## config.mk

```make
export PLATFORM = sky130hd
export DESIGN_NAME = cigar_string_to_op_words
export DESIGN_NICKNAME = d
export VERILOG_FILES = /design/src/rtl/core/cigar_pkg.sv /design/src/rtl/core/cigar_string_to_op_words.sv
export SDC_FILE = /design/constraint.sdc
export NUM_CORES = 1
export LEC_CHECK = 0
export ABC_CLOCK_PERIOD_IN_PS = 14640
export BUFFER_PORTS_ARGS = -buffer_cell sky130_fd_sc_hd__buf_2
export CORE_MARGIN = 2
export CORE_UTILIZATION = 54
export CTS_CLUSTER_SIZE = 12
export DETAILED_ROUTE_END_ITERATION = 12
export PLACE_DENSITY = 0.74
export SLEW_MARGIN = 10
export SYNTH_ARGS = -nofsm -noshare
export SYNTH_HDL_FRONTEND = slang
export SYNTH_SLANG_ARGS = --single-unit
```

## constraint.sdc

```tcl
create_clock -name clk_i -period 14.64 [get_ports clk_i]
set_input_delay 0 -clock clk_i [delete_from_list [all_inputs] [get_ports clk_i]]
set_output_delay 0 -clock clk_i [all_outputs]
set_load 0.005 [all_outputs]
```

## src/rtl/core/cigar_pkg.sv

```systemverilog
// Shared types, codes and the operation letter decoder for the CIGAR op word block.
`timescale 1ns / 1ps

package cigar_pkg;

  localparam int unsigned LenW   = 28;
  localparam int unsigned CountW = 16;
  localparam int unsigned CodeW  = 4;
  localparam int unsigned WordW  = LenW + CodeW;

  // Result status codes
  typedef enum logic [2:0] {
    ST_OP_WORD   = 3'd0,
    ST_NO_CIGAR  = 3'd1,
    ST_BAD_CHAR  = 3'd2,
    ST_BAD_OP    = 3'd3,
    ST_DANGLING  = 3'd4
  } status_e;

  // Operation codes
  localparam logic [CodeW-1:0] OpMatch = 4'd0;
  localparam logic [CodeW-1:0] OpIns   = 4'd1;
  localparam logic [CodeW-1:0] OpDel   = 4'd2;
  localparam logic [CodeW-1:0] OpSkip  = 4'd3;
  localparam logic [CodeW-1:0] OpSoft  = 4'd4;
  localparam logic [CodeW-1:0] OpHard  = 4'd5;
  localparam logic [CodeW-1:0] OpPad   = 4'd6;

  typedef struct packed {
    logic             valid;
    logic [CodeW-1:0] code;
  } op_dec_t;

  // Upper-case a letter and map it to an operation code
  function automatic op_dec_t op_code_of(logic [7:0] c);
    logic [7:0] u;
    op_dec_t    r;
    u = c;
    if (c >= 8'h61 && c <= 8'h7a) begin
      u = c & 8'hdf;
    end
    r.valid = 1'b1;
    r.code  = OpMatch;
    case (u) inside
      "M", "=", "X": r.code = OpMatch;
      "I":           r.code = OpIns;
      "D":           r.code = OpDel;
      "N":           r.code = OpSkip;
      "S":           r.code = OpSoft;
      "H":           r.code = OpHard;
      "P":           r.code = OpPad;
      default:       r.valid = 1'b0;
    endcase
    return r;
  endfunction

  function automatic logic is_letter(logic [7:0] c);
    return (c >= 8'h41 && c <= 8'h5a) || (c >= 8'h61 && c <= 8'h7a);
  endfunction

  function automatic logic is_digit(logic [7:0] c);
    return c >= 8'h30 && c <= 8'h39;
  endfunction

endpackage

```

## src/rtl/core/cigar_string_to_op_words.sv

```systemverilog
// Top level: CIGAR text stream in, packed operation words out.
`timescale 1ns / 1ps

// Takes one CIGAR character per beat and returns one packed word (length in
// bits 31..4, op code in bits 3..0) for every operation letter before the
// first error, with its index in the string. The final character of a string
// (end_of_string_i) always yields exactly one result with last_o set: its own
// op word, the no-CIGAR report for a lone '*', or the first error seen in the
// string, in which case earlier words of that string must be dropped
// downstream. Characters that end no operation give no result. A character
// passes the input register, then the result register; one is accepted every
// cycle as long as the result side keeps taking beats, since the length update
// is a single multiply-by-ten and add in the stage between the two registers.
module cigar_string_to_op_words
  import cigar_pkg::*;
(
  input  logic              clk_i,
  input  logic              rst_ni,
  input  logic              in_valid_i,
  output logic              in_ready_o,
  input  logic [7:0]        char_code_i,
  input  logic              end_of_string_i,
  output logic              out_valid_o,
  input  logic              out_ready_i,
  output logic [WordW-1:0]  op_word_o,
  output logic [CountW-1:0] op_index_o,
  output logic [2:0]        status_o,
  output logic              last_o
);

  // Input register
  logic       s1_valid_q;
  logic [7:0] s1_char_q;
  logic       s1_eos_q;

  // String state
  logic [LenW-1:0]   len_q, len_d;
  logic [CountW-1:0] count_q, count_d;
  logic              first_q, first_d;
  logic              star_q, star_d;
  status_e           err_q, err_d;

  // Result register
  logic              out_valid_q;
  logic [WordW-1:0]  word_q, word_d;
  logic [CountW-1:0] index_q, index_d;
  status_e           status_q, status_d;
  logic              last_q;

  logic    emit_op, needs_out, out_free, s1_go;
  status_e err_cur;
  op_dec_t dec;

  assign out_free   = !out_valid_q || out_ready_i;
  assign needs_out  = emit_op || s1_eos_q;
  assign s1_go      = s1_valid_q && (!needs_out || out_free);
  assign in_ready_o = !s1_valid_q || s1_go;

  // Character decode and state update
  always_comb begin
    dec      = op_code_of(s1_char_q);
    err_cur  = (err_q == ST_OP_WORD && star_q) ? ST_BAD_CHAR : err_q;
    len_d    = len_q;
    count_d  = count_q;
    star_d   = star_q;
    err_d    = err_cur;
    first_d  = 1'b0;
    emit_op  = 1'b0;
    word_d   = '0;
    index_d  = '0;
    status_d = ST_OP_WORD;

    if (err_cur == ST_OP_WORD) begin
      if (first_q && s1_char_q == "*") begin
        star_d = 1'b1;
      end else if (is_digit(s1_char_q)) begin
        // len * 10 + digit, low bits kept
        len_d = (len_q << 3) + (len_q << 1) + LenW'(s1_char_q - 8'h30);
      end else if (dec.valid) begin
        emit_op = 1'b1;
        word_d  = {len_q, dec.code};
        index_d = count_q;
        if (count_q != {CountW{1'b1}}) begin
          count_d = count_q + 1'b1;
        end
        len_d = '0;
      end else if (is_letter(s1_char_q)) begin
        err_d = ST_BAD_OP;
      end else begin
        err_d = ST_BAD_CHAR;
      end
    end

    // Closing beat of a string
    if (s1_eos_q) begin
      if (!emit_op) begin
        if (err_d != ST_OP_WORD) begin
          status_d = err_d;
        end else if (star_d) begin
          status_d = ST_NO_CIGAR;
        end else begin
          status_d = ST_DANGLING;
        end
      end
      len_d   = '0;
      count_d = '0;
      star_d  = 1'b0;
      err_d   = ST_OP_WORD;
      first_d = 1'b1;
    end
  end

  // Input register
  always_ff @(posedge clk_i or negedge rst_ni) begin
    if (!rst_ni) begin
      s1_valid_q <= 1'b0;
    end else if (in_ready_o) begin
      s1_valid_q <= in_valid_i;
    end
  end

  always_ff @(posedge clk_i) begin
    if (in_valid_i && in_ready_o) begin
      s1_char_q <= char_code_i;
      s1_eos_q  <= end_of_string_i;
    end
  end

  // String state
  always_ff @(posedge clk_i or negedge rst_ni) begin
    if (!rst_ni) begin
      len_q   <= '0;
      count_q <= '0;
      first_q <= 1'b1;
      star_q  <= 1'b0;
      err_q   <= ST_OP_WORD;
    end else if (s1_go) begin
      len_q   <= len_d;
      count_q <= count_d;
      first_q <= first_d;
      star_q  <= star_d;
      err_q   <= err_d;
    end
  end

  // Result register
  always_ff @(posedge clk_i or negedge rst_ni) begin
    if (!rst_ni) begin
      out_valid_q <= 1'b0;
    end else if (s1_go && needs_out) begin
      out_valid_q <= 1'b1;
    end else if (out_ready_i) begin
      out_valid_q <= 1'b0;
    end
  end

  always_ff @(posedge clk_i) begin
    if (s1_go && needs_out) begin
      word_q   <= word_d;
      index_q  <= index_d;
      status_q <= status_d;
      last_q   <= s1_eos_q;
    end
  end

  assign out_valid_o = out_valid_q;
  assign op_word_o   = word_q;
  assign op_index_o  = index_q;
  assign status_o    = status_q;
  assign last_o      = last_q;

endmodule

```

==> metrics.md, run 1 <==
| Metric | Value |
|---|---|
| WS Path Type | reg -> reg |
| Flops & latches, synth | 111 |
| Unrepaired setup endpoints after global routing | no |
| Num Clock Sinks | 111 |
| Final routed DRC violation total | 0 |
| Clock period minus final worst setup slack | 4.19 ns |
| TritonCTS clock tree | built |
| Vertical extent of the die | 115 microns |
| Most instantiated cells after synthesis | sky130_fd_sc_hd__edfxtp_1 (60), sky130_fd_sc_hd__nand2_1 (52), sky130_fd_sc_hd__dfrtp_1 (50) |
| Horiz. Die Dim | 115 microns |
| Fmax achieved | 0.239 GHz |
| DPL Wire Length | 10200 microns |
| Maximum VDD drop | 0.0475 mV |
| Clk Tree Root Cell | sky130_fd_sc_hd__clkbuf_16 |
| Number of vias in the routed layout | 4817 |
| Clock transition at the register clock pins on the worst setup and hold paths after CTS | 0.07 ns |
| Drt first pass iters | 5 |
| Antenna diode count | 0 |
| Part of the cycle the worst path needs | 28.6% |
| Critical path cell sequence | ha_1 > nor3_2 > buf_4 > fa_1 > ha_1 > a21o_1 > a21o_1 > a21oi_1 > o21ai_0 > a21oi_1 > a21oi_1 > or3_1 > a32o_1 |
| Overall overflow remaining after global route | 0 |
| Power density of the placed cells | 91.5 mW/mm^2 |
| Setup TNS after final layout | 0 ns |
| Critical path peak fanout | 20 |
| Via count of the first global-routing pass | 4812 |
| Hold Violations, Final | 0 |
| Result of the run | completed |
| Routed wire length | 14300 microns |
| Number of buffers between clock root and the deepest sink | 2 |
| Layout cells sized above 1 | 14.7% |
| Final net count | 738 |
| Core region area | 0.0120 sq mm |
| Sequential element share of the synthesized area | 46.6% |
| Prevailing post-synth register cell | sky130_fd_sc_hd__edfxtp_1 |
| Routed length per instance | 17.5 microns |
| Crit end category | flip-flop |
| Max-slew headroom at the worst pin | 37.0% |
| Worst path slowest cell | sky130_fd_sc_hd__edfxtp_1 |
| Post-synthesis cell count | 603 |
| Static Leak | 3.27 nW |
| IO buf count | 65 |
| Number of antenna violations at the first check in global routing | 0 |
| Area of the mapped netlist | 0.00661 sq mm |
| Worst hold-check slack | 0.174 ns |
| Worst Clk Skew | 0.00599 ns |
| Critical Path AT | 4.44 ns |
| Layout filler cell count | 1007 |
| Worst path most repeated cell | sky130_fd_sc_hd__a21oi_1 |
| Average instance area after synthesis | 11.0 sq um |
| Worst path max stage delay | 0.59 ns |
| Total GRT Usage | 23.4% |
| Dominant cells by area after synthesis | sky130_fd_sc_hd__edfxtp_1 (27%), sky130_fd_sc_hd__dfrtp_1 (19%), sky130_fd_sc_hd__fa_1 (7.6%), sky130_fd_sc_hd__ha_1 (6.1%), sky130_fd_sc_hd__and2_1 (4.1%) |
| Synth-to-layout area growth | 12.0% |
| Type of the most critical hold path | in -> reg |
| Required time reported for the critical path endpoint | 14.89 ns |
| Number of enable-type register cells in the synthesized netlist | 60 |
| Share of flip-flops with an asynchronous set or reset | 45.9% |
| I/O pin count | 67 |
| Total die area | 0.0131 sq mm |
| Setup violations, final | 0 |
| Net Count, Synth | 673 |
| Iteration-0 DRC count of the detailed router | 311 |
| Skew-Pair Late Insertion Delay | 0.36 ns |
| Netlist cell types | 70 |
| Number of vias per cell after detailed routing | 5.87 |
| Number of buffers created by CTS | 9 |
| Share of the synthesized area in the top cell type | 27.3% |
| Count of pins over their slew limit | 0 |
| Htree depth | 3 |
| Number of core rows | 40 |
| Count leader, synth | sky130_fd_sc_hd__edfxtp_1 |
| Global-route wire length before repair | 23900 microns |
| Yosys warns | 0 |
| Antenna-violating nets left | 0 |
| Routability congestion estimate from global placement | 0.912 |
| Reg-to-reg slack, setup | 10.45 ns |
| Transition time at the pin with the least slew margin | 0.936 ns |
| Post-Place Setup Slack | 10.52 ns |
| Worst path setup slack after routing | 10.45 ns |
| CP Launch Type | flip-flop |
| Initial core utilization | 55.3% |
| Library cell with the largest summed area after synthesis | sky130_fd_sc_hd__edfxtp_1 |
| Number of max-capacitance violations reported | 0 |
| Maximum number of pins on one net before global-route repair | 52 |
[worst max-delay path, delay by kind of cell (launching register included)]
kind / cells / cell delay [ns]
flip-flops: 1 / 0.59
buffers and inverters: 1 / 0.34
adder cells (fa/ha/maj): 3 / 1.23
AO/OA/AOI/OAI: 7 / 1.42
AND/OR/NAND/NOR: 2 / 0.48
[area by class of cell]
class                   instances  area [sq um]  area share, %
clock buffers                  11           233           3.14
clock inverters                 5          32.5          0.440
inverters                      25          93.8           1.27
multi-input cells             441          3310           44.8
flip-flops and latches        111          3080           41.6
well taps                     147           184           2.49
repair buffers                 80           465           6.29
[kinds of logic after synthesis]
| logic type | count (synthesis) | synth area share (%) |
|---|---|---|
| buffers and inverters | 51 | 3.48 |
| multiplexers | 1 | 0.227 |
| XOR/XNOR | 33 | 4.37 |
| AO/OA/AOI/OAI | 142 | 15.0 |
| other | 1 | 0.0567 |
| adder cells (fa/ha/maj) | 57 | 13.6 |
| flip-flops | 111 | 46.6 |
| AND/OR/NAND/NOR | 207 | 16.6 |
[flip-flops by register name (all words and copies together), names as in the netlist]
signal,count
op_word_o,31
s1_eos_q,1
first_q,1
status_o,3
op_index_o,16
out_valid_o,1
last_o,1
s1_char_q,8
len_q,28
count_q,16
s1_valid_q,1
err_q,3
star_q,1
[layout by cell type (no fill, tap or decap), types with 3 or more instances in the layout]
cell type                        n
sky130_fd_sc_hd__buf_2          65
sky130_fd_sc_hd__edfxtp_1       60
sky130_fd_sc_hd__nand2_1        52
sky130_fd_sc_hd__dfrtp_1        50
sky130_fd_sc_hd__and2_1         43
sky130_fd_sc_hd__a21oi_1        38
sky130_fd_sc_hd__ha_1           32
sky130_fd_sc_hd__nor2_1         29
sky130_fd_sc_hd__inv_1          25
sky130_fd_sc_hd__fa_1           25
sky130_fd_sc_hd__xor2_1         23
sky130_fd_sc_hd__o21ai_0        19
sky130_fd_sc_hd__o31ai_1        17
sky130_fd_sc_hd__nand3_1        12
sky130_fd_sc_hd__a21o_1         12
sky130_fd_sc_hd__nor3_1         11
sky130_fd_sc_hd__dlygate4sd3_1  11
sky130_fd_sc_hd__xnor2_1        10
sky130_fd_sc_hd__nor2b_1         9
sky130_fd_sc_hd__clkbuf_16       9
sky130_fd_sc_hd__and3_1          8
sky130_fd_sc_hd__or3_1           7
sky130_fd_sc_hd__nand2b_1        6
sky130_fd_sc_hd__nand4_1         6
sky130_fd_sc_hd__o2111ai_1       6
sky130_fd_sc_hd__a211oi_1        5
sky130_fd_sc_hd__o211ai_1        5
sky130_fd_sc_hd__o21a_1          4
sky130_fd_sc_hd__buf_4           4
sky130_fd_sc_hd__a31oi_1         3
sky130_fd_sc_hd__nor4_1          3
sky130_fd_sc_hd__or2_2           3
sky130_fd_sc_hd__a22o_1          3
sky130_fd_sc_hd__nor4b_1         3
sky130_fd_sc_hd__o41ai_1         3
sky130_fd_sc_hd__clkinv_2        3
[layer usage]
layer | vias up | GRT usage, % | part of all wire [%]
met3 | 24 | 3.76 | 4.5
met4 | 0 | 10.1 | 2.0
met1 | 2373 | 31.5 | 45
li1 | 2310 | - | -
met5 | - | 0 | 0
met2 | 110 | 37.9 | 48
[timing repair]
item                                   in CTS  in global routing
endpoints found under the hold margin      60                  0
gates resized for setup                     0                  0
buffers inserted                            0                  0
hold buffers                               11                  0
[power by group]
part	total, mW	internal [mW]	switching (mW)
registers	0.360	0.346	0.0146
clock network	0.228	0.116	0.112
logic	0.0887	0.0343	0.0544
[final timing paths]
kind,end,cells after the start,startpoint
setup / recovery,len_q[25],13,s1_char_q[4]
hold / removal,s1_valid_q,4,out_ready_i
setup reg to reg,len_q[25],13,s1_char_q[4]
hold reg to reg,len_q[27],2,len_q[27]
max in group asynchronous,len_q[25],3,rst_ni
min in group asynchronous,len_q[20],3,rst_ni
[per-stage QoR]
stage	util, %	power (mW)	cell area [sq um]	instances
2_1_floorplan	-	0.423	6610	603
4_1_cts	61.9	0.680	7400	820
3_5_place_dp	58.7	0.453	7030	793
6_report	61.9	0.677	7400	820
3_3_place_gp	58.7	0.449	7030	793
5_1_grt	61.9	0.705	7400	820
Note: power is estimated with default switching activity, not from simulation.
==> inputs of run 2 (changes only) <==
--- a/config.mk
+++ b/config.mk
@@ -5,13 +5,13 @@
 export SDC_FILE = /design/constraint.sdc
 export NUM_CORES = 1
 export LEC_CHECK = 0
-export ABC_CLOCK_PERIOD_IN_PS = 14640
+export ABC_CLOCK_PERIOD_IN_PS = 3600
 export BUFFER_PORTS_ARGS = -buffer_cell sky130_fd_sc_hd__buf_2
 export CORE_MARGIN = 2
 export CORE_UTILIZATION = 54
 export CTS_CLUSTER_SIZE = 12
 export DETAILED_ROUTE_END_ITERATION = 12
-export PLACE_DENSITY = 0.74
+export PLACE_DENSITY = 0.77
 export SLEW_MARGIN = 10
 export SYNTH_ARGS = -nofsm -noshare
 export SYNTH_HDL_FRONTEND = slang
==> constraint.sdc (replaced) <==
create_clock -name clk_i -period 3.6 [get_ports clk_i]
set_input_delay 0 -clock clk_i [delete_from_list [all_inputs] [get_ports clk_i]]
set_output_delay 0 -clock clk_i [all_outputs]
set_load 0.005 [all_outputs]
==> metrics.md, run 2 (synthesis gave the netlist of run 1 again) <==
| Metric | Value |
|---|---|
| Result of the run | completed (unchanged) |
| DPL Wire Length | 10200 microns (about the same) |
| Leading cell types in the layout, fill and taps excluded | sky130_fd_sc_hd__buf_2 (65), sky130_fd_sc_hd__edfxtp_1 (60), sky130_fd_sc_hd__nand2_1 (52), sky130_fd_sc_hd__dfrtp_1 (50), sky130_fd_sc_hd__and2_1 (43) (unchanged) |
| Number of buffers created by CTS | 9 (unchanged) |
| Overall overflow remaining after global route | 0 (unchanged) |
| Initial core utilization | 55.3% (unchanged) |
| Number of vias in the routed layout | 5057 (was 4817) |
| Via count of the first global-routing pass | 4883 (was 4812) |
| Clock period minus final worst setup slack | 3.56 ns (was 4.19 ns) |
| Antenna diode count | 0 (unchanged) |
| Num Clock Sinks | 111 (unchanged) |
| Unrepaired setup endpoints after global routing | yes (was no) |
| Type of the most critical hold path | in -> reg (unchanged) |
| IO buf count | 65 (unchanged) |
| Final routed DRC violation total | 0 (unchanged) |
| Global-route wire length before repair | 23800 microns (was 23900 microns) |
| Static Leak | 3.43 nW (was 3.27 nW) |
| CP Launch Type | flip-flop (unchanged) |
| Post-Place Setup Slack | 0.0564 ns (was 10.52 ns) |
| Skew-Pair Late Insertion Delay | 0.35 ns (was 0.36 ns) |
| Overall power consumption | 2.86 mW (was 0.677 mW) |
| Drt first pass iters | 5 (unchanged) |
| Clk Tree Root Cell | sky130_fd_sc_hd__clkbuf_16 (unchanged) |
| Most common cell after layout, fill and taps aside | sky130_fd_sc_hd__buf_2 (unchanged) |
| Maximum number of pins on one net before global-route repair | 52 (unchanged) |
| Antenna-violating nets left | 0 (unchanged) |
| Cell area after layout | 0.00793 sq mm (was 0.00740 sq mm) |
| Cell area after placement | 0.00728 sq mm (was 0.00703 sq mm) |
| Worst Clk Skew | 0.00888 ns (was 0.00599 ns) |
| Count of pins over their slew limit | 0 (unchanged) |
| Total GRT Usage | 22.8% (was 23.4%) |
| Number of max-capacitance violations reported | 0 (unchanged) |
| Layout cells sized above 1 | 23.3% (was 14.7%) |
| Hold Violations, Final | 0 (unchanged) |
| Required time reported for the critical path endpoint | 3.86 ns (was 14.89 ns) |
| Core region area | 0.0120 sq mm (unchanged) |
| Register cell area after layout | 0.00308 sq mm (unchanged) |
| Flip-flop count of the largest register after layout | 31 (unchanged) |
| Setup violations, final | 0 (unchanged) |
| Number of antenna violations at the first check in global routing | 0 (unchanged) |
| Critical path peak fanout | 8 (was 20) |
| Routed length per instance | 17.7 microns (was 17.5 microns) |
| Horiz. Die Dim | 115 microns (unchanged) |
| Htree depth | 3 (unchanged) |
| Iteration-0 DRC count of the detailed router | 398 (was 311) |
| Multi-input gate area | 0.00357 sq mm (was 0.00331 sq mm) |
| Final net count | 766 (was 738) |
| Maximum VDD drop | 0.321 mV (was 0.0475 mV) |
| Part of the cycle the worst path needs | 98.8% (was 28.6%) |
| Routed wire length | 15000 microns (was 14300 microns) |
| Vertical extent of the die | 115 microns (unchanged) |
| Power density of the placed cells | 361 mW/mm^2 (was 91.5 mW/mm^2) |
| Critical Path AT | 3.82 ns (was 4.44 ns) |
| Layout filler cell count | 821 (was 1007) |
| I/O pin count | 67 (unchanged) |
| Transition time at the pin with the least slew margin | 0.859 ns (was 0.936 ns) |
| Max-slew headroom at the worst pin | 42.7% (was 37.0%) |
| Routability congestion estimate from global placement | 0.882 (was 0.912) |
| Number of buffers between clock root and the deepest sink | 2 (unchanged) |
| Number of vias per cell after detailed routing | 5.96 (was 5.87) |
| WS Path Type | reg -> reg (unchanged) |
| TritonCTS clock tree | built (unchanged) |
| Synth-to-layout area growth | 20.0% (was 12.0%) |
| Total die area | 0.0131 sq mm (unchanged) |
| Clock transition at the register clock pins on the worst setup and hold paths after CTS | 0.07 ns (about the same) |
| Number of core rows | 40 (unchanged) |
| Crit end category | flip-flop (unchanged) |
| Worst path setup slack after routing | 0.0422 ns (was 10.45 ns) |
| Fmax achieved | 0.281 GHz (was 0.239 GHz) |
==> run 2: cell types whose count changed in the layout (fill, tap and decap cells not counted), sizes merged <==
cell,change
buf,+27
clkbuf,+2
inv,-1
==> run 2: final cells by class <==
cell class              count  share of cell area [%]
well taps                 147                    2.32
inverters                  25                    1.18
multi-input cells         441                    45.0
repair buffers            108                    9.11
flip-flops and latches    111                    38.8
clock inverters             4                   0.347
clock buffers              12                    3.23
==> run 2: final timing paths <==
kind                                to  cells past startpoint    startpoint  slack (ns)
setup / recovery             len_q[27]                     13  s1_char_q[4]        0.04
hold / removal             out_valid_o                      3   out_ready_i        0.07
setup reg to reg             len_q[27]                     13  s1_char_q[4]        0.04
hold reg to reg               len_q[4]                      2      len_q[4]        0.52
max in group asynchronous      first_q                      3        rst_ni        2.63
min in group asynchronous    len_q[16]                      2        rst_ni        0.12
==> run 2: what timing repair did <==
item                       4_1_cts  5_1_grt
hold endpoints to repair        25        0
hold buffers                    11        0
gates resized for setup          0       24
setup endpoints to repair        0       10
buffers inserted                 0       17
==> run 2: power breakdown <==
part	total [mW]	switching [mW]	internal (mW)
Sequential	1.46	0.0541	1.40
Clock	0.970	0.460	0.510
Combinational	0.434	0.249	0.185
Total	2.86	0.763	2.10
==> run 2: worst max-delay path, cell delays in order, from the launching register on <==
cell and delay (ns):
sky130_fd_sc_hd__edfxtp_1 0.49, sky130_fd_sc_hd__ha_4 0.23, sky130_fd_sc_hd__nor3_4 0.25, sky130_fd_sc_hd__buf_6 0.14, sky130_fd_sc_hd__clkbuf_16 0.15, sky130_fd_sc_hd__fa_1 0.46
sky130_fd_sc_hd__ha_4 0.27, sky130_fd_sc_hd__and3_4 0.15, sky130_fd_sc_hd__a21o_1 0.16, sky130_fd_sc_hd__o21a_2 0.23, sky130_fd_sc_hd__o2111ai_4 0.24, sky130_fd_sc_hd__a21oi_1 0.13
sky130_fd_sc_hd__or4bb_1 0.48, sky130_fd_sc_hd__o211ai_1 0.09
==> run 2: per-stage QoR <==
stage	TNS [ns]	utilization (%)	cells	hold WS (ns)
floorplan	-1.43	-	603	-0.296
global placement	0	60.9	803	-0.0510
detailed placement	0	60.9	803	-0.0444
CTS	0	64.2	830	0.0616
global route	-0.343	66.3	848	0.0780
finish	0	66.3	848	0.0661
==> run 2: routing by layer <==
metal | track usage (%) | vias up | share of wire, %
met5 | 0 | - | 0
met4 | 7.80 | 0 | 2.3
met3 | 3.39 | 23 | 4.4
met2 | 38.8 | 174 | 51
met1 | 29.9 | 2494 | 42
li1 | - | 2366 | -
==> inputs of run 3 (changes only) <==
--- a/config.mk
+++ b/config.mk
@@ -12,6 +12,7 @@
 export CTS_CLUSTER_SIZE = 12
 export DETAILED_ROUTE_END_ITERATION = 12
 export PLACE_DENSITY = 0.77
+export RECOVER_POWER = 100
 export SLEW_MARGIN = 10
 export SYNTH_ARGS = -nofsm -noshare
 export SYNTH_HDL_FRONTEND = slang
==> metrics.md, run 3 (synthesis gave the netlist of run 1 again) <==
| Metric | Value |
|---|---|
| Unrepaired setup endpoints after global routing | yes (unchanged) |
| Critical path peak fanout | 8 (unchanged) |
| Number of core rows | 40 (unchanged) |
| Required time reported for the critical path endpoint | 3.87 ns (was 3.86 ns) |
| TritonCTS clock tree | built (unchanged) |
| FF-to-FF Start | s1_char_q[5] (was s1_char_q[4]) |
| Number of vias per cell after detailed routing | 5.93 (was 5.96) |
| Power density of the placed cells | 362 mW/mm^2 (was 361 mW/mm^2) |
| I/O pin count | 67 (unchanged) |
| Min-Delay Startpoint | out_ready_i (unchanged) |
| Number of vias in the routed layout | 5028 (was 5057) |
| Critical Path AT | 3.80 ns (was 3.82 ns) |
| Initial core utilization | 55.3% (unchanged) |
| Leading cell types in the layout, fill and taps excluded | sky130_fd_sc_hd__edfxtp_1 (60), sky130_fd_sc_hd__nand2_1 (52), sky130_fd_sc_hd__dfrtp_1 (50), sky130_fd_sc_hd__and2_1 (39), sky130_fd_sc_hd__buf_2 (39) (was sky130_fd_sc_hd__buf_2 (65), sky130_fd_sc_hd__edfxtp_1 (60), sky130_fd_sc_hd__nand2_1 (52), sky130_fd_sc_hd__dfrtp_1 (50), sky130_fd_sc_hd__and2_1 (43)) |
| Reg power frac | 51.1% (was 51.0%) |
| Clock transition at the register clock pins on the worst setup and hold paths after CTS | 0.07 ns (about the same) |
| DPL Wire Length | 10200 microns (unchanged) |
| CP Launch Type | flip-flop (unchanged) |
| Static Leak | 3.34 nW (was 3.43 nW) |
| Worst Clk Skew | 0.00860 ns (was 0.00888 ns) |
| Worst setup path start | s1_char_q[5] (was s1_char_q[4]) |
| Part of the cycle the worst path needs | 98.1% (was 98.8%) |
| Antenna-violating nets left | 0 (unchanged) |
| Antenna diode count | 0 (unchanged) |
| Layout cells sized above 1 | 19.1% (was 23.3%) |
| Clock share of power | 34.0% (was 33.9%) |
| Proportion of total power due to net switching | 26.7% (about the same) |
| Type of the most critical hold path | in -> reg (unchanged) |
| Number of buffers created by CTS | 9 (unchanged) |
| Flip-flop count of the largest register after layout | 31 (unchanged) |
| Core region area | 0.0120 sq mm (unchanged) |
| Iteration-0 DRC count of the detailed router | 438 (was 398) |
| Crit end category | flip-flop (unchanged) |
| Internal Power | 2.09 mW (was 2.10 mW) |
| Number of antenna violations at the first check in global routing | 0 (unchanged) |
| Max-slew headroom at the worst pin | -35.7% (was 42.7%) |
| Synth-to-layout area growth | 19.3% (was 20.0%) |
| Maximum number of pins on one net before global-route repair | 52 (unchanged) |
| Gate power share | 15.0% (was 15.2%) |
| Num Clock Sinks | 111 (unchanged) |
| Overall overflow remaining after global route | 0 (unchanged) |
| Hold Violations, Final | 0 (unchanged) |
| Vertical extent of the die | 115 microns (unchanged) |
| Net switching power | 0.764 mW (was 0.763 mW) |
| Setup TNS after final layout | 0 ns (unchanged) |
| Most common cell after layout, fill and taps aside | sky130_fd_sc_hd__edfxtp_1 (was sky130_fd_sc_hd__buf_2) |
| Global-route wire length before repair | 23800 microns (unchanged) |
| Number of buffers between clock root and the deepest sink | 2 (unchanged) |
| Total die area | 0.0131 sq mm (unchanged) |
| Clk Tree Root Cell | sky130_fd_sc_hd__clkbuf_16 (unchanged) |
| Htree depth | 3 (unchanged) |
| Count of pins over their slew limit | 37 (was 0) |
| Setup violations, final | 0 (unchanged) |
| Fmax achieved | 0.283 GHz (was 0.281 GHz) |
| Final routed DRC violation total | 0 (unchanged) |
| Routed wire length | 15000 microns (about the same) |
| WS Path Type | reg -> reg (unchanged) |
| Final net count | 766 (unchanged) |
| Via count of the first global-routing pass | 4883 (unchanged) |
| Routability congestion estimate from global placement | 0.882 (unchanged) |
| Total GRT Usage | 22.8% (unchanged) |
| Violated checks | capacitance limit, slew limit |
| Drt first pass iters | 5 (unchanged) |
| Util after Layout | 65.9% (was 66.3%) |
| Clock period minus final worst setup slack | 3.53 ns (was 3.56 ns) |
| Horiz. Die Dim | 115 microns (unchanged) |
| Transition time at the pin with the least slew margin | 2.04 ns (was 0.859 ns) |
| Result of the run | complete, but fails checks (was completed) |
| Routed length per instance | 17.7 microns (about the same) |
| Skew-Pair Late Insertion Delay | 0.35 ns (about the same) |
| Number of max-capacitance violations reported | 1 (was 0) |
| Maximum VDD drop | 0.320 mV (was 0.321 mV) |
| IO buf count | 65 (unchanged) |
==> run 3: critical path, stage by stage, from the launching register on <==
cell                        delay, ns
sky130_fd_sc_hd__edfxtp_1        0.47
sky130_fd_sc_hd__ha_4            0.22
sky130_fd_sc_hd__nor3_4          0.25
sky130_fd_sc_hd__buf_6           0.14
sky130_fd_sc_hd__clkbuf_16       0.15
sky130_fd_sc_hd__fa_1            0.46
sky130_fd_sc_hd__ha_4            0.27
sky130_fd_sc_hd__and3_4          0.15
sky130_fd_sc_hd__a21o_1          0.16
sky130_fd_sc_hd__o21a_2          0.23
sky130_fd_sc_hd__o2111ai_4       0.24
sky130_fd_sc_hd__a21oi_1         0.13
sky130_fd_sc_hd__or4bb_1         0.48
sky130_fd_sc_hd__o211ai_1        0.09
==> run 3: repair_timing <==
action                                 in CTS  in global routing
hold buffers                               11                  0
resized for setup                           0                 24
endpoints found under the hold margin      25                  0
setup endpoints to repair                   0                 10
buffers inserted                            0                 17
==> run 3: path summary, 6_finish.rpt <==
path | endpoint | slack (ns) | cells past startpoint
hold reg to reg | len_q[4] | 0.52 | 2
setup reg to reg | len_q[27] | 0.07 | 13
max in group asynchronous | count_q[2] | 0.83 | 3
hold / removal | out_valid_o | 0.07 | 3
setup / recovery | len_q[27] | 0.07 | 13
min in group asynchronous | len_q[16] | 0.34 | 2
==> run 3: through the flow <==
stage               total power, mW  hold slack (ns)  setup WS, ns  std cells  instance area, sq um
floorplan                      1.74           -0.296        -0.314        603                  6780
finish                         2.86           0.0653        0.0685        848                  7890
detailed placement             1.87          -0.0444        0.0564        803                  7280
global route                   2.96           0.0780        -0.102        848                  7890
global placement               1.86          -0.0510         0.150        803                  7280
CTS                            2.83           0.0616        0.0305        830                  7670
==> run 3: cell type report <==
class                           instances  area (sq um)
Inverter                               25          93.8
Clock buffer                           12           256
Multi-Input combinational cell        441          3560
Tap cell                              147           184
Timing Repair Buffer                  108           682
Clock inverter                          4          27.5
Fill cell                             842          4070
Sequential cell                       111          3080
==> run 3: layer usage <==
layer	up-vias	wire length [microns]	global-route usage, %
li1	2368	-	-
met1	2475	6380	29.9
met2	158	7630	38.8
met3	27	631	3.39
met4	0	369	7.80
met5	-	0	0
==> run 3: power groups by stage <==
stage	logic, mW	registers (mW)	clock network (mW)
finish	0.427	1.46	0.971
global route	0.471	1.47	1.02
CTS	0.401	1.46	0.976
detailed placement	0.388	1.48	0
global placement	0.375	1.48	0
floorplan	0.267	1.47	0
